--- src/sv/avf_pkg.sv ---
// shared constants, types and helpers of the audio volume fader
// no dependencies; used by avf_front, avf_core and audio_volume_fader through scoped names
package avf_pkg;

  localparam int unsigned SAMPLE_W   = 16;
  localparam int unsigned LEVEL_W    = 16;
  localparam int unsigned FRAC_W     = 17;
  localparam int unsigned ACC_W      = 33;
  localparam int unsigned POS_W      = 22;
  localparam int unsigned INC_W      = 32;
  localparam int unsigned KIND_W     = 2;
  localparam int unsigned CFG_IDX_W  = 3;
  localparam int unsigned CFG_DATA_W = 32;

  // input queue between front and core
  localparam int unsigned QUEUE_DEPTH = 2;

  // one root bit per step of the square root
  localparam int unsigned SQRT_STEPS = 17;

  localparam logic [LEVEL_W-1:0] UNITY_Q15 = 16'd32768;
  localparam logic [FRAC_W-1:0]  ONE_Q16   = 17'd65536;
  localparam logic [ACC_W-1:0]   ACC_MAX   = '1;

  // register indexes
  localparam logic [CFG_IDX_W-1:0] REG_CURVE_KIND     = 3'd0;
  localparam logic [CFG_IDX_W-1:0] REG_START_LEVEL    = 3'd1;
  localparam logic [CFG_IDX_W-1:0] REG_TARGET_LEVEL   = 3'd2;
  localparam logic [CFG_IDX_W-1:0] REG_FADE_SAMPLES   = 3'd3;
  localparam logic [CFG_IDX_W-1:0] REG_FADE_INCREMENT = 3'd4;

  // curve codes
  localparam logic [KIND_W-1:0] CURVE_SQRT   = 2'd0;
  localparam logic [KIND_W-1:0] CURVE_LINEAR = 2'd1;
  localparam logic [KIND_W-1:0] CURVE_POW15  = 2'd2;
  localparam logic [KIND_W-1:0] CURVE_SQUARE = 2'd3;

  typedef struct packed {
    logic [KIND_W-1:0]  curve_kind;
    logic [LEVEL_W-1:0] start_level;
    logic [LEVEL_W-1:0] target_level;
    logic [POS_W-1:0]   fade_samples;
    logic [INC_W-1:0]   fade_increment;
  } cfg_t;

  // classified sample: sign and magnitude
  typedef struct packed {
    logic               neg;
    logic [SAMPLE_W-1:0] mag;
  } smp_t;

  function automatic logic [LEVEL_W-1:0] clamp_level(input logic [LEVEL_W-1:0] v);
    return (v > UNITY_Q15) ? UNITY_Q15 : v;
  endfunction

  // level reached at the end of a fade, kept in 0..unity
  function automatic logic [LEVEL_W-1:0] end_level(input logic [LEVEL_W-1:0] base,
                                                   input logic signed [LEVEL_W:0] chg);
    logic signed [LEVEL_W+1:0] s;
    s = $signed({2'b00, base}) + $signed({chg[LEVEL_W], chg});
    if (s < 0) begin
      return '0;
    end else if (s > $signed({2'b00, UNITY_Q15})) begin
      return UNITY_Q15;
    end
    return s[LEVEL_W-1:0];
  endfunction

endpackage

--- src/sv/avf_front.sv ---
// front of the audio volume fader: accepts samples, splits sign and magnitude
// and holds them in a short queue for the core; uses avf_pkg
module avf_front (
  input  logic                         clk_i,
  input  logic                         rst_ni,
  input  logic                         push_i,
  output logic                         full_o,
  input  logic signed [avf_pkg::SAMPLE_W-1:0] sample_i,
  output logic                         item_valid_o,
  input  logic                         item_ready_i,
  output avf_pkg::smp_t                item_o
);

  localparam int unsigned PTR_W = (avf_pkg::QUEUE_DEPTH > 1) ? $clog2(avf_pkg::QUEUE_DEPTH) : 1;
  localparam int unsigned CNT_W = $clog2(avf_pkg::QUEUE_DEPTH + 1);

  avf_pkg::smp_t     mem_q [avf_pkg::QUEUE_DEPTH];
  logic [PTR_W-1:0]  wr_ptr_q, rd_ptr_q;
  logic [CNT_W-1:0]  count_q;
  avf_pkg::smp_t     cls;
  logic              do_push, do_pop;

  // sign and magnitude of the incoming sample
  always_comb begin
    cls.neg = sample_i[avf_pkg::SAMPLE_W-1];
    cls.mag = cls.neg ? (~sample_i + 1'b1) : sample_i;
  end

  assign full_o       = (count_q == CNT_W'(avf_pkg::QUEUE_DEPTH));
  assign item_valid_o = (count_q != '0);
  assign item_o       = mem_q[rd_ptr_q];
  assign do_push      = push_i && !full_o;
  assign do_pop       = item_valid_o && item_ready_i;

  // queue pointers and fill count
  always_ff @(posedge clk_i or negedge rst_ni) begin
    if (!rst_ni) begin
      wr_ptr_q <= '0;
      rd_ptr_q <= '0;
      count_q  <= '0;
    end else begin
      if (do_push) begin
        wr_ptr_q <= (wr_ptr_q == PTR_W'(avf_pkg::QUEUE_DEPTH - 1)) ? '0 : wr_ptr_q + 1'b1;
      end
      if (do_pop) begin
        rd_ptr_q <= (rd_ptr_q == PTR_W'(avf_pkg::QUEUE_DEPTH - 1)) ? '0 : rd_ptr_q + 1'b1;
      end
      if (do_push && !do_pop) begin
        count_q <= count_q + 1'b1;
      end else if (do_pop && !do_push) begin
        count_q <= count_q - 1'b1;
      end
    end
  end

  // queue storage
  always_ff @(posedge clk_i) begin
    if (do_push) begin
      mem_q[wr_ptr_q] <= cls;
    end
  end

endmodule

--- src/sv/avf_core.sv ---
// back of the audio volume fader: fade state, curve evaluation with a
// bit-serial square root, gain and sample products, result register; uses avf_pkg
module avf_core (
  input  logic                                clk_i,
  input  logic                                rst_ni,
  input  avf_pkg::cfg_t                       cfg_i,
  input  avf_pkg::cfg_t                       cfg_next_i,
  input  logic                                restart_i,
  input  logic                                item_valid_i,
  output logic                                item_ready_o,
  input  avf_pkg::smp_t                       item_i,
  output logic                                empty_o,
  input  logic                                pop_i,
  output logic signed [avf_pkg::SAMPLE_W-1:0] sample_out_o,
  output logic [avf_pkg::LEVEL_W-1:0]         applied_gain_o,
  output logic                                fading_o
);

  localparam int unsigned CNT_W = $clog2(avf_pkg::SQRT_STEPS);
  localparam int unsigned LW    = avf_pkg::LEVEL_W;
  localparam int unsigned FW    = avf_pkg::FRAC_W;
  localparam int unsigned SW    = avf_pkg::SAMPLE_W;

  localparam logic [2:0] ST_IDLE   = 3'd0;
  localparam logic [2:0] ST_SQRT   = 3'd1;
  localparam logic [2:0] ST_SHAPE  = 3'd2;
  localparam logic [2:0] ST_FMUL   = 3'd3;
  localparam logic [2:0] ST_GAIN   = 3'd4;
  localparam logic [2:0] ST_OUTMUL = 3'd5;
  localparam logic [2:0] ST_DONE   = 3'd6;

  // fade state
  logic [LW-1:0]                base_q;
  logic signed [LW:0]           lc_q;
  logic [avf_pkg::POS_W-1:0]    pos_q;
  logic [avf_pkg::ACC_W-1:0]    acc_q;
  logic                         active_q;

  // sequencer and datapath registers
  logic [2:0]                   st_q;
  logic [CNT_W-1:0]             cnt_q;
  logic                         neg_q;
  logic [SW-1:0]                mag_q;
  logic [FW-1:0]                u_q;
  logic [FW-1:0]                root_q;
  logic [FW:0]                  rem_q;
  logic [2*FW-1:0]              rad_q;
  logic [FW-1:0]                shp_q;
  logic [FW-1:0]                dlt_q;
  logic [LW-1:0]                gain_q;
  logic                         ramp_q;
  logic [2*SW-1:0]              prod_q;

  // result register
  logic                         out_valid_q;
  logic [SW-1:0]                out_sample_q;
  logic [LW-1:0]                out_gain_q;
  logic                         out_fading_q;

  logic                         ramping, rising, take, load_out, sqrt_last;
  logic [FW-1:0]                xw, x_val, u_d, f_val, sqrt_root_d, mul_b;
  logic [FW+2:0]                rem_sh, trial;
  logic                         sqrt_ge;
  logic [FW:0]                  sqrt_rem_d;
  logic [2*FW-1:0]              shape_p;
  logic signed [LW:0]           lc_neg;
  logic [LW-1:0]                lc_mag, end_lvl;
  logic [2*FW-2:0]              fmul_p;
  logic signed [LW+2:0]         g_sum;
  logic [LW-1:0]                gain_ramp;
  logic [avf_pkg::POS_W-1:0]    pos_inc;
  logic [avf_pkg::ACC_W:0]      acc_sum;
  logic [avf_pkg::ACC_W-1:0]    acc_next;
  logic [SW-1:0]                q_mag, res;

  // fraction and curve input
  always_comb begin
    ramping = active_q && (pos_q < cfg_i.fade_samples);
    rising  = (lc_q > 0);
    xw      = acc_q[avf_pkg::ACC_W-1:16];
    x_val   = (xw > avf_pkg::ONE_Q16) ? avf_pkg::ONE_Q16 : xw;
    u_d     = rising ? x_val : (avf_pkg::ONE_Q16 - x_val);
    end_lvl = avf_pkg::end_level(base_q, lc_q);
  end

  // one restoring square root step
  always_comb begin
    rem_sh      = {rem_q, rad_q[2*FW-1:2*FW-2]};
    trial       = {1'b0, root_q, 2'b01};
    sqrt_ge     = (rem_sh >= trial);
    sqrt_rem_d  = sqrt_ge ? (FW+1)'(rem_sh - trial) : (FW+1)'(rem_sh);
    sqrt_root_d = {root_q[FW-2:0], sqrt_ge};
    sqrt_last   = (cnt_q == CNT_W'(avf_pkg::SQRT_STEPS - 1));
  end

  // curve products and gain
  always_comb begin
    mul_b     = (cfg_i.curve_kind == avf_pkg::CURVE_SQUARE) ? u_q : root_q;
    shape_p   = {{FW{1'b0}}, u_q} * {{FW{1'b0}}, mul_b};
    f_val     = rising ? shp_q : (avf_pkg::ONE_Q16 - shp_q);
    lc_neg    = -lc_q;
    lc_mag    = lc_q[LW] ? lc_neg[LW-1:0] : lc_q[LW-1:0];
    fmul_p    = {{FW{1'b0}}, lc_mag} * {{LW{1'b0}}, f_val};
    g_sum     = lc_q[LW] ? ($signed({3'b000, base_q}) - $signed({2'b00, dlt_q}))
                         : ($signed({3'b000, base_q}) + $signed({2'b00, dlt_q}));
    if (g_sum < 0) begin
      gain_ramp = '0;
    end else if (g_sum > $signed({3'b000, avf_pkg::UNITY_Q15})) begin
      gain_ramp = avf_pkg::UNITY_Q15;
    end else begin
      gain_ramp = g_sum[LW-1:0];
    end
    pos_inc  = pos_q + 1'b1;
    acc_sum  = {1'b0, acc_q} + {2'b00, cfg_i.fade_increment};
    acc_next = acc_sum[avf_pkg::ACC_W] ? avf_pkg::ACC_MAX : acc_sum[avf_pkg::ACC_W-1:0];
  end

  // signed result of the sample product
  always_comb begin
    q_mag = prod_q[2*SW-2:SW-1];
    res   = neg_q ? (~q_mag + 1'b1) : q_mag;
  end

  assign item_ready_o = (st_q == ST_IDLE);
  assign take         = item_ready_o && item_valid_i;
  assign load_out     = (st_q == ST_DONE) && (!out_valid_q || pop_i);

  // sequencer, fade state and result valid
  always_ff @(posedge clk_i or negedge rst_ni) begin
    if (!rst_ni) begin
      st_q        <= ST_IDLE;
      cnt_q       <= '0;
      base_q      <= avf_pkg::UNITY_Q15;
      lc_q        <= '0;
      pos_q       <= '0;
      acc_q       <= '0;
      active_q    <= 1'b0;
      out_valid_q <= 1'b0;
    end else begin
      // result handoff
      if (load_out) begin
        out_valid_q <= 1'b1;
      end else if (pop_i) begin
        out_valid_q <= 1'b0;
      end

      // fade state: restart on a register write, step per ramped sample
      if (restart_i) begin
        base_q   <= avf_pkg::clamp_level(cfg_next_i.start_level);
        lc_q     <= $signed({1'b0, avf_pkg::clamp_level(cfg_next_i.target_level)})
                  - $signed({1'b0, avf_pkg::clamp_level(cfg_next_i.start_level)});
        pos_q    <= '0;
        acc_q    <= '0;
        active_q <= (cfg_next_i.fade_samples != '0);
      end else if (take && !ramping && active_q) begin
        base_q   <= end_lvl;
        lc_q     <= '0;
        active_q <= 1'b0;
      end else if (st_q == ST_GAIN && ramp_q) begin
        pos_q <= pos_inc;
        acc_q <= acc_next;
        if (pos_inc >= cfg_i.fade_samples) begin
          base_q   <= end_lvl;
          lc_q     <= '0;
          active_q <= 1'b0;
        end
      end

      // sequencer
      unique case (st_q)
        ST_IDLE: begin
          cnt_q <= '0;
          if (take) begin
            if (!ramping) begin
              st_q <= ST_OUTMUL;
            end else begin
              unique case (cfg_i.curve_kind)
                avf_pkg::CURVE_LINEAR: st_q <= ST_FMUL;
                avf_pkg::CURVE_SQUARE: st_q <= ST_SHAPE;
                default:               st_q <= ST_SQRT;
              endcase
            end
          end
        end
        ST_SQRT: begin
          cnt_q <= cnt_q + 1'b1;
          if (sqrt_last) begin
            st_q <= (cfg_i.curve_kind == avf_pkg::CURVE_SQRT) ? ST_FMUL : ST_SHAPE;
          end
        end
        ST_SHAPE:  st_q <= ST_FMUL;
        ST_FMUL:   st_q <= ST_GAIN;
        ST_GAIN:   st_q <= ST_OUTMUL;
        ST_OUTMUL: st_q <= ST_DONE;
        ST_DONE: begin
          if (load_out) begin
            st_q <= ST_IDLE;
          end
        end
        default: st_q <= ST_IDLE;
      endcase
    end
  end

  // datapath registers
  always_ff @(posedge clk_i) begin
    unique case (st_q)
      ST_IDLE: begin
        if (take) begin
          neg_q  <= item_i.neg;
          mag_q  <= item_i.mag;
          u_q    <= u_d;
          ramp_q <= ramping;
          root_q <= '0;
          rem_q  <= '0;
          rad_q  <= {u_d, 16'h0000, 1'b0} >> 1;
          shp_q  <= u_d;
          gain_q <= active_q ? end_lvl : base_q;
        end
      end
      ST_SQRT: begin
        root_q <= sqrt_root_d;
        rem_q  <= sqrt_rem_d;
        rad_q  <= {rad_q[2*FW-3:0], 2'b00};
        shp_q  <= sqrt_root_d;
      end
      ST_SHAPE: begin
        shp_q <= shape_p[2*FW-2:16];
      end
      ST_FMUL: begin
        dlt_q <= fmul_p[2*FW-2:16];
      end
      ST_GAIN: begin
        gain_q <= gain_ramp;
      end
      ST_OUTMUL: begin
        prod_q <= {{SW{1'b0}}, mag_q} * {{LW{1'b0}}, gain_q};
      end
      ST_DONE: begin
        if (load_out) begin
          out_sample_q <= res;
          out_gain_q   <= gain_q;
          out_fading_q <= ramp_q;
        end
      end
      default: begin
      end
    endcase
  end

  assign empty_o        = !out_valid_q;
  assign sample_out_o   = out_sample_q;
  assign applied_gain_o = out_gain_q;
  assign fading_o       = out_fading_q;

endmodule

--- src/sv/audio_volume_fader.sv ---
// audio volume fader: gain ramp applied to a stream of signed 16-bit samples
// channels: samples enter through push/full and leave through empty/pop, each
//   result carrying the scaled sample, the gain used and a ramp flag
// configuration: cfg_we_i writes cfg_idx_i at the clock edge, no wait state;
//   any write to a listed register restarts the fade from the start level
// path from push to empty falling, nothing ahead: queue, then OUTMUL, DONE
//   at a steady gain; FMUL, GAIN first on a linear ramp; SHAPE before FMUL
//   on a square ramp; SQRT steps before FMUL on a square-root ramp and
//   before SHAPE on a power 1.5 ramp; the square-root unit resolves one
//   root bit per cycle; the core takes no sample until the last is loaded
// a two-entry input queue and a result register keep the sides apart: new
//   samples are taken while a finished result waits to be popped
// when the receiver stalls, the result holds, the core stops in its last
//   state and the input queue fills until full is raised
// reset: queues empty, unity gain, no fade; data registers are not reset
// depends on avf_pkg, avf_front and avf_core
module audio_volume_fader (
  input  logic                                clk_i,
  input  logic                                rst_ni,
  input  logic                                cfg_we_i,
  input  logic [avf_pkg::CFG_IDX_W-1:0]       cfg_idx_i,
  input  logic [avf_pkg::CFG_DATA_W-1:0]      cfg_wdata_i,
  input  logic                                push,
  output logic                                full,
  input  logic signed [avf_pkg::SAMPLE_W-1:0] sample_in_i,
  output logic                                empty,
  input  logic                                pop,
  output logic signed [avf_pkg::SAMPLE_W-1:0] sample_out_o,
  output logic [avf_pkg::LEVEL_W-1:0]         applied_gain_o,
  output logic                                fading_o
);

  avf_pkg::cfg_t cfg_q, cfg_d;
  logic          restart;
  logic          item_valid, item_ready;
  avf_pkg::smp_t item;

  // register write decode
  always_comb begin
    cfg_d   = cfg_q;
    restart = 1'b0;
    if (cfg_we_i) begin
      unique case (cfg_idx_i)
        avf_pkg::REG_CURVE_KIND: begin
          cfg_d.curve_kind = cfg_wdata_i[avf_pkg::KIND_W-1:0];
          restart          = 1'b1;
        end
        avf_pkg::REG_START_LEVEL: begin
          cfg_d.start_level = cfg_wdata_i[avf_pkg::LEVEL_W-1:0];
          restart           = 1'b1;
        end
        avf_pkg::REG_TARGET_LEVEL: begin
          cfg_d.target_level = cfg_wdata_i[avf_pkg::LEVEL_W-1:0];
          restart            = 1'b1;
        end
        avf_pkg::REG_FADE_SAMPLES: begin
          cfg_d.fade_samples = cfg_wdata_i[avf_pkg::POS_W-1:0];
          restart            = 1'b1;
        end
        avf_pkg::REG_FADE_INCREMENT: begin
          cfg_d.fade_increment = cfg_wdata_i[avf_pkg::INC_W-1:0];
          restart              = 1'b1;
        end
        default: begin
        end
      endcase
    end
  end

  // configuration registers
  always_ff @(posedge clk_i or negedge rst_ni) begin
    if (!rst_ni) begin
      cfg_q.curve_kind     <= avf_pkg::CURVE_SQRT;
      cfg_q.start_level    <= avf_pkg::UNITY_Q15;
      cfg_q.target_level   <= avf_pkg::UNITY_Q15;
      cfg_q.fade_samples   <= '0;
      cfg_q.fade_increment <= '0;
    end else begin
      cfg_q <= cfg_d;
    end
  end

  // sample intake
  avf_front u_front (
    .clk_i        (clk_i),
    .rst_ni       (rst_ni),
    .push_i       (push),
    .full_o       (full),
    .sample_i     (sample_in_i),
    .item_valid_o (item_valid),
    .item_ready_i (item_ready),
    .item_o       (item)
  );

  // gain engine and result register
  avf_core u_core (
    .clk_i          (clk_i),
    .rst_ni         (rst_ni),
    .cfg_i          (cfg_q),
    .cfg_next_i     (cfg_d),
    .restart_i      (restart),
    .item_valid_i   (item_valid),
    .item_ready_o   (item_ready),
    .item_i         (item),
    .empty_o        (empty),
    .pop_i          (pop),
    .sample_out_o   (sample_out_o),
    .applied_gain_o (applied_gain_o),
    .fading_o       (fading_o)
  );

endmodule

--- config.mk ---
export PLATFORM = sky130hd
export DESIGN_NAME = audio_volume_fader
export DESIGN_NICKNAME = d
export VERILOG_FILES = /design/src/sv/avf_pkg.sv /design/src/sv/avf_front.sv /design/src/sv/avf_core.sv /design/src/sv/audio_volume_fader.sv
export SDC_FILE = /design/constraint.sdc
export NUM_CORES = 2
export LEC_CHECK = 0
export ABC_AREA = 1
export BUFFER_PORTS_ARGS = -buffer_cell sky130_fd_sc_hd__buf_4
export CAP_MARGIN = 10
export CORE_AREA = 2 2 370 372
export CTS_BUF_LIST = sky130_fd_sc_hd__clkbuf_16
export DETAILED_ROUTE_END_ITERATION = 8
export DIE_AREA = 0 0 372 374
export RECOVER_POWER = 50
export REMOVE_ABC_BUFFERS = 1
export SLEW_MARGIN = 20
export SYNTH_ARGS = -nofsm -noshare
export SYNTH_HDL_FRONTEND = slang
export SYNTH_HIERARCHICAL = 1
export SYNTH_SLANG_ARGS = --single-unit
--- constraint.sdc ---
create_clock -name clk_i -period 14.27 [get_ports clk_i]
set_input_delay 2.854 -clock clk_i [delete_from_list [all_inputs] [get_ports clk_i]]
set_output_delay 2.854 -clock clk_i [all_outputs]
set_load 0.1 [all_outputs]
Word level (Yosys, flattened, before mapping)
Memories as Yosys holds them, arrays and structs flattened. A register that Yosys moved wholly into a read port is not among the register bits.
Cells that the tools add are included.
{"block": "classes", "div": 0, "n_eq_ne": 18, "mul": 3, "order_cmp": 11, "muxes": 71, "bitwise_logic": 2, "shift": 0, "n_addsub": 17, "n_reduce_logical": 39}
{"cell": "two-way mux 16 bit", "count": 18}
{"cell": "two-way mux 17 bit", "count": 10}
{"cell": "two-way mux 33 bit", "count": 4}
{"cell": "two-way mux 22 bit", "count": 4}
{"cell": "two-way mux 86 bit", "count": 1}
{"cell": "one-hot mux 34 bit (2 select lines)", "count": 1}
{"cell": "one-hot mux 17 bit (3 select lines)", "count": 1}
{"cell": "two-way mux 18 bit", "count": 2}
{"cell": "one-hot mux 18 bit (2 select lines)", "count": 1}
{"cell": "adder 33 x 32 -> 34 bit", "count": 1}
{"cell": "two-way mux 34 bit", "count": 1}
{"cell": "one-hot mux 17 bit (2 select lines)", "count": 1}
{"cell": "subtractor 17 bit (first input constant)", "count": 2}
{"cell": "multiplier 16 x 17 -> 33 bit", "count": 1}
{"cell": "multiplier 17 x 17 -> 33 bit", "count": 1}
{"cell": "adder 16 x 1 -> 16 bit (second input constant)", "count": 2}
{"cell": "> comparator 16 bit (second input constant)", "count": 2}
{"cell": "two-way mux 32 bit", "count": 1}
{"cell": "NOT 16 bit", "count": 2}
{"cell": "one-hot mux 16 bit (2 select lines)", "count": 1}
{"cell": "multiplier 16 x 16 -> 31 bit", "count": 1}
{"cell": "adder 22 x 1 -> 22 bit (second input constant)", "count": 1}
{"cell": ">= comparator 22 bit", "count": 1}
{"cell": "less-than comparator 22 bit", "count": 1}
{"cell": "43 further kinds", "count": 100}
{"block": "totals", "mem_bits_rw": 34, "latch_bits": 0, "elab_cells": 190, "in_bits": 56, "n_memories": 1, "rom_bits": 0, "regBits": 391}
{"name": "u_front.mem_q", "words": 2, "width": 17, "read_ports": 1, "rd_ports_with_merged_regs": 1, "write_ports": 1, "line": "avf_front.sv:17", "rtl": "avf_pkg::smp_t mem_q [avf_pkg::QUEUE_DEPTH];"}

Longest topological paths before layout
{"block": "logic_depth", "depth_word": 9, "depth_mapped": 38, "mapped_depth_nobuf": 37}

Hierarchy
The synthesis kept the hierarchy.
{"mod": "avf_core", "seq_area_each_um2": 8069.0, "cells_each": 6429, "n_inst": 1, "area_per_inst_um2": 48226.3}
{"mod": "audio_volume_fader", "seq_area_each_um2": 2204.6, "cells_each": 394, "n_inst": 1, "area_per_inst_um2": 3544.6}
{"mod": "avf_front", "seq_area_each_um2": 1121.1, "cells_each": 202, "n_inst": 1, "area_per_inst_um2": 1849.3}

Worst setup path after synthesis
Ideal clock, no wire load.
{"block": "synth_timing", "path_type": "register -> register", "from": "register u_core.shp_q[0]", "to": "register u_core.dlt_q[11], data pin", "t_arrival_ns": 6.848, "n_path_buf": 1, "setup_slack_ns": 7.169, "stages_incl_launch_ff": 36, "required_time_ns": 14.018, "synth_period_minus_slack_ns": 7.101, "setup_ns": 0.252, "path_cell_list": "edfxtp_1 > inv_1 > clkbuf_1 > ha_1 > inv_1 > nor2_1 > nand2_1 > nor3_2 > inv_1 > nor3_1 > nand4_1 > xor2_1 > nand2_1 > o21ai_1 > inv_1 > nand2_1 > fa_1 > fa_1 > inv_1 > fa_1 > fa_1 > fa_1 > inv_1 > fa_1 > inv_1 > ha_1 > a21oi_1 > inv_1 > a31oi_1 > inv_1 > a21oi_1 > inv_1 > a221oi_1 > nand2_1 > nand2_1 > nand2_1"}
{"block": "synth_between", "elab_chain_cells": 3}
{"item": "start: declaration", "line": "avf_core.sv:48", "rtl": "logic [FW-1:0] shp_q;"}
{"item": "start signal: assignment", "line": "avf_core.sv:217", "rtl": "shp_q <= u_d;"}
{"item": "start signal: assignment", "line": "avf_core.sv:225", "rtl": "shp_q <= sqrt_root_d;"}
{"item": "start signal: assignment", "line": "avf_core.sv:228", "rtl": "shp_q <= shape_p[2*FW-2:16];"}
{"item": "subtractor 17 bit", "line": "avf_core.sv:100", "rtl": "f_val = rising ? shp_q : (avf_pkg::ONE_Q16 - shp_q);"}
{"item": "two-way mux 17 bit (*)", "line": "avf_core.sv:100"}
{"item": "multiplier 16 x 17 -> 33 bit (*)", "line": "avf_core.sv:103", "rtl": "fmul_p = {{FW{1'b0}}, lc_mag} * {{LW{1'b0}}, f_val};"}
{"item": "named net u_core.fmul_p[27]", "line": "avf_core.sv:68", "rtl": "logic [2*FW-2:0] fmul_p;"}
{"item": "end signal: assignment", "line": "avf_core.sv:231", "rtl": "dlt_q <= fmul_p[2*FW-2:16];"}
{"item": "end: declaration", "line": "avf_core.sv:49", "rtl": "logic [FW-1:0] dlt_q;"}
Mark *: on every way through the listed nets, which the timed path passes. The rest lies on a longest branch.
A chain may end at the register's enable or synchronous reset.

Worst setup path after layout
{"block": "layout_timing", "from": "register u_core.lc_q[0]", "to": "register u_core.dlt_q[11], data pin"}
{"block": "layout_between", "elab_chain_cells": 3, "elab_cells_between_ends": 5, "cone_classes": "1 x add/sub; 1 x mul; 1 x order compare; 2 x mux"}
{"item": "start: declaration", "line": "avf_core.sv:34", "rtl": "logic signed [LW:0] lc_q;"}
{"item": "start signal: assignment", "line": "avf_core.sv:150", "rtl": "lc_q <= $signed({1'b0, avf_pkg::clamp_level(cfg_next_i.target_level)})"}
{"item": "negation 16 bit / > comparator 17 x 1 -> 1 bit (equally long branches)", "line": "avf_core.sv:101, avf_core.sv:79"}
{"item": "two-way mux 16 bit / two-way mux 17 bit (equally long branches)", "line": "avf_core.sv:102, avf_core.sv:100"}
{"item": "multiplier 16 x 17 -> 33 bit (*)", "line": "avf_core.sv:103"}
{"item": "named net u_core.fmul_p[27]", "line": "avf_core.sv:68"}
Marked as above.

==> results.txt <==
run status -> complete, but fails checks
failing checks -> max-capacitance violations, max-slew violations
critical path's slowest cell -> o21ai_1
Initial DRC Count -> 3520
Worst setup EP type -> flop
Reg clk slew, reported paths -> 70 ps
Max Slew Vio Count -> 371
die height -> 374 um
Final Non-Filler Cells -> 8840
Worst-Margin Slew -> 4875 ps
Buffers on Ports -> 90
I/O pin total -> 91
vias in the first global route -> 45710
Starting Density -> 0.3973
postcts setup bufs -> 0
die area -> 139100 um2
All-Layer GR Usage -> 0.2356
crit path buf inv count -> 8
worst slack, placed -> 5551 ps
RSZ-0062 raised after global routing -> no
global route overflow -> 0
top post-synthesis cells by area -> fa_1 (23%), nand2_1 (14%), edfxtp_1 (12%)
post-synth cell types -> 63
WS Path Type -> flop to flop
Antenna diodes -> 0
# hold bufs at CTS -> 0
Sink Count -> 411
post-cts sizing count -> 0
Final Cycle Share -> 0.6555
Synth Flop Type -> edfxtp_1
worst rel slew slack -> -2.250
worst skew pair latency -> 670 ps
register bit total from synthesis -> 411
HPWL after detailed placement -> 129800 um
sequential share of the synthesized area -> 0.2125
Fmax achieved -> 106.9 MHz
FF-to-FF setup slack -> 4920 ps
core area -> 135000 um2
CTS tree -> yes
share of layout cells above drive strength 1 -> 0.04137
Synth Cell Area -> 53620 um2
Synth top area share -> 0.2333
antenna violations before repair -> 2
root buffer cell -> clkbuf_16
syn avg cell area -> 7.633 um2
largest area contributor in the netlist -> fa_1
largest net degree at the start of global routing -> 78
first-pass GRT wire length -> 257700 um
FP Rows -> 135
Worst Skew -> 73.68 ps
CP Max Fanout -> 43
Fin. Hold Viols -> 0
setup ws final -> 4916 ps
residual DRC count -> 0
Final nets -> 8168
setup violators final -> 0
Max Cap Violations -> 8
EDFF count, synth -> 221
largest stage delay on the critical path -> 890 ps
Startpoint Class -> flop
setup_tns -> 0 ps
Wirelength per Cell -> 18.43 um
crit-path leading delay family -> adder cells
Routed WL -> 163000 um
antenna-violating nets left -> 0
GP Congestion -> 0.9450
routed via count -> 45380
CTS H-tree lvls -> 2
type of the tightest min-delay check -> flop to flop
cts bufs inserted -> 49
synth warn -> 6
vias per cell -> 5.134
CTS max path bufs -> 3
die width -> 372 um
drt first pass iters -> 6
Worst Path Required -> 14670 ps
Area Growth Syn to Fin -> 7.411%
Crit path arrival time -> 9750 ps
post-synthesis cell count -> 7025
placed cell count -> 8747
minimum clock period -> 9354 ps
Async SR Flop Fraction -> 0.4623
flip-flops by register name (all words and copies together), names as in the netlist, 18 cells and up:
signal         count
u_front/mem_q     34
u_core/rem_q      18
u_core/pos_q      22
cfg_q             88
u_core/rad_q      18
u_core/acc_q      33
layer usage:
layer | vias up | routed length, um | GRT usage
li1 | 21580 | - | -
met1 | 22060 | 72670 | 0.3284
met2 | 1459 | 75230 | 0.3842
met3 | 282 | 9964 | 0.02645
met4 | 0 | 5090 | 0.06931
met5 | - | 0 | 0
logic make-up (layout without fill, tap and decap cells):
logic type | count (synthesis) | after routing | share of synthesized area
simple gates | 3027 | 3027 | 0.2283
buf+inv | 1656 | 1690 | 0.1194
fa+ha+maj | 1094 | 1094 | 0.3428
compound gates | 677 | 677 | 0.07045
flops | 411 | 411 | 0.2125
xor+xnor | 160 | 160 | 0.02655
worst min-delay path: stages, from the launching register on:
cell and delay (ps):
dfrtp_1 320, nand2_1 50, nand2_1 70
cells in the mapped netlist (12+ instances only):
master    number
nor4_1        29
nor3_1        67
o21a_1        13
nand3_1      249
clkinv_1      27
dfrtp_1      187
edfxtp_1     221
nor2_1       632
a31oi_1       24
inv_1       1415
inv_2         17
clkbuf_1     136
xor2_1       112
nand2_1     1935
o22ai_1       22
a21oi_1      285
o21ai_0      231
fa_1         625
ha_1         469
o21bai_1      19
buf_2         36
a21o_1        13
nand4_1       47
nand3b_1      12
xnor2_1       45
cell usage in the layout, fill, tap and decap left out, drive strengths merged, types with 121 or more instances in the layout:
master,synthesis,layout
buf,51,121
nand2,1948,1948
dfrtp,187,187
o21ai,250,250
inv,1432,1445
fa,625,625
ha,469,469
nand3,259,259
edfxtp,221,221
a21oi,285,285
nor2,641,641
cell type report:
class,instances,area [um2]
clock buffer,50,1251
inverter,1459,5477
multi-input combinational,4958,35810
fill,13730,77370
clock inverter,42,441.7
sequential,411,11390
timing repair buffer,139,987.2
tap,1781,2228
metrics by stage:
| step | area, um2 | hold WS, ps | utilization |
|---|---|---|---|
| finish | 57590 | 478.7 | 0.4267 |
| global route | 57590 | 500.0 | 0.4267 |
| CTS | 57690 | 481.7 | 0.4275 |
| detailed placement | 56000 | 463.5 | 0.4149 |
| global placement | 56000 | 454.3 | 0.4149 |
| floorplan | 52690 | 438.1 | - |
final timing paths:
kind / startpoint / to / cells after the start
worst max-delay path: u_core/lc_q[0]$_DFFE_PN0P_ / u_core/dlt_q[11]$_DFFE_PP_ / 29
worst min-delay path: cfg_q[73]$_DFF_PN0_ / cfg_q[73]$_DFF_PN0_ / 2
worst max register to register: u_core/lc_q[0]$_DFFE_PN0P_ / u_core/dlt_q[11]$_DFFE_PP_ / 29
worst min register to register: cfg_q[73]$_DFF_PN0_ / cfg_q[73]$_DFF_PN0_ / 2
max in group asynchronous: rst_ni / cfg_q[27]$_DFF_PN0_ / 3
min in group asynchronous: rst_ni / u_core/pos_q[16]$_DFFE_PN0P_ / 1
Power is not shown: default switching activity piles up to over one toggle a cycle in this logic, so the estimate is an artifact.
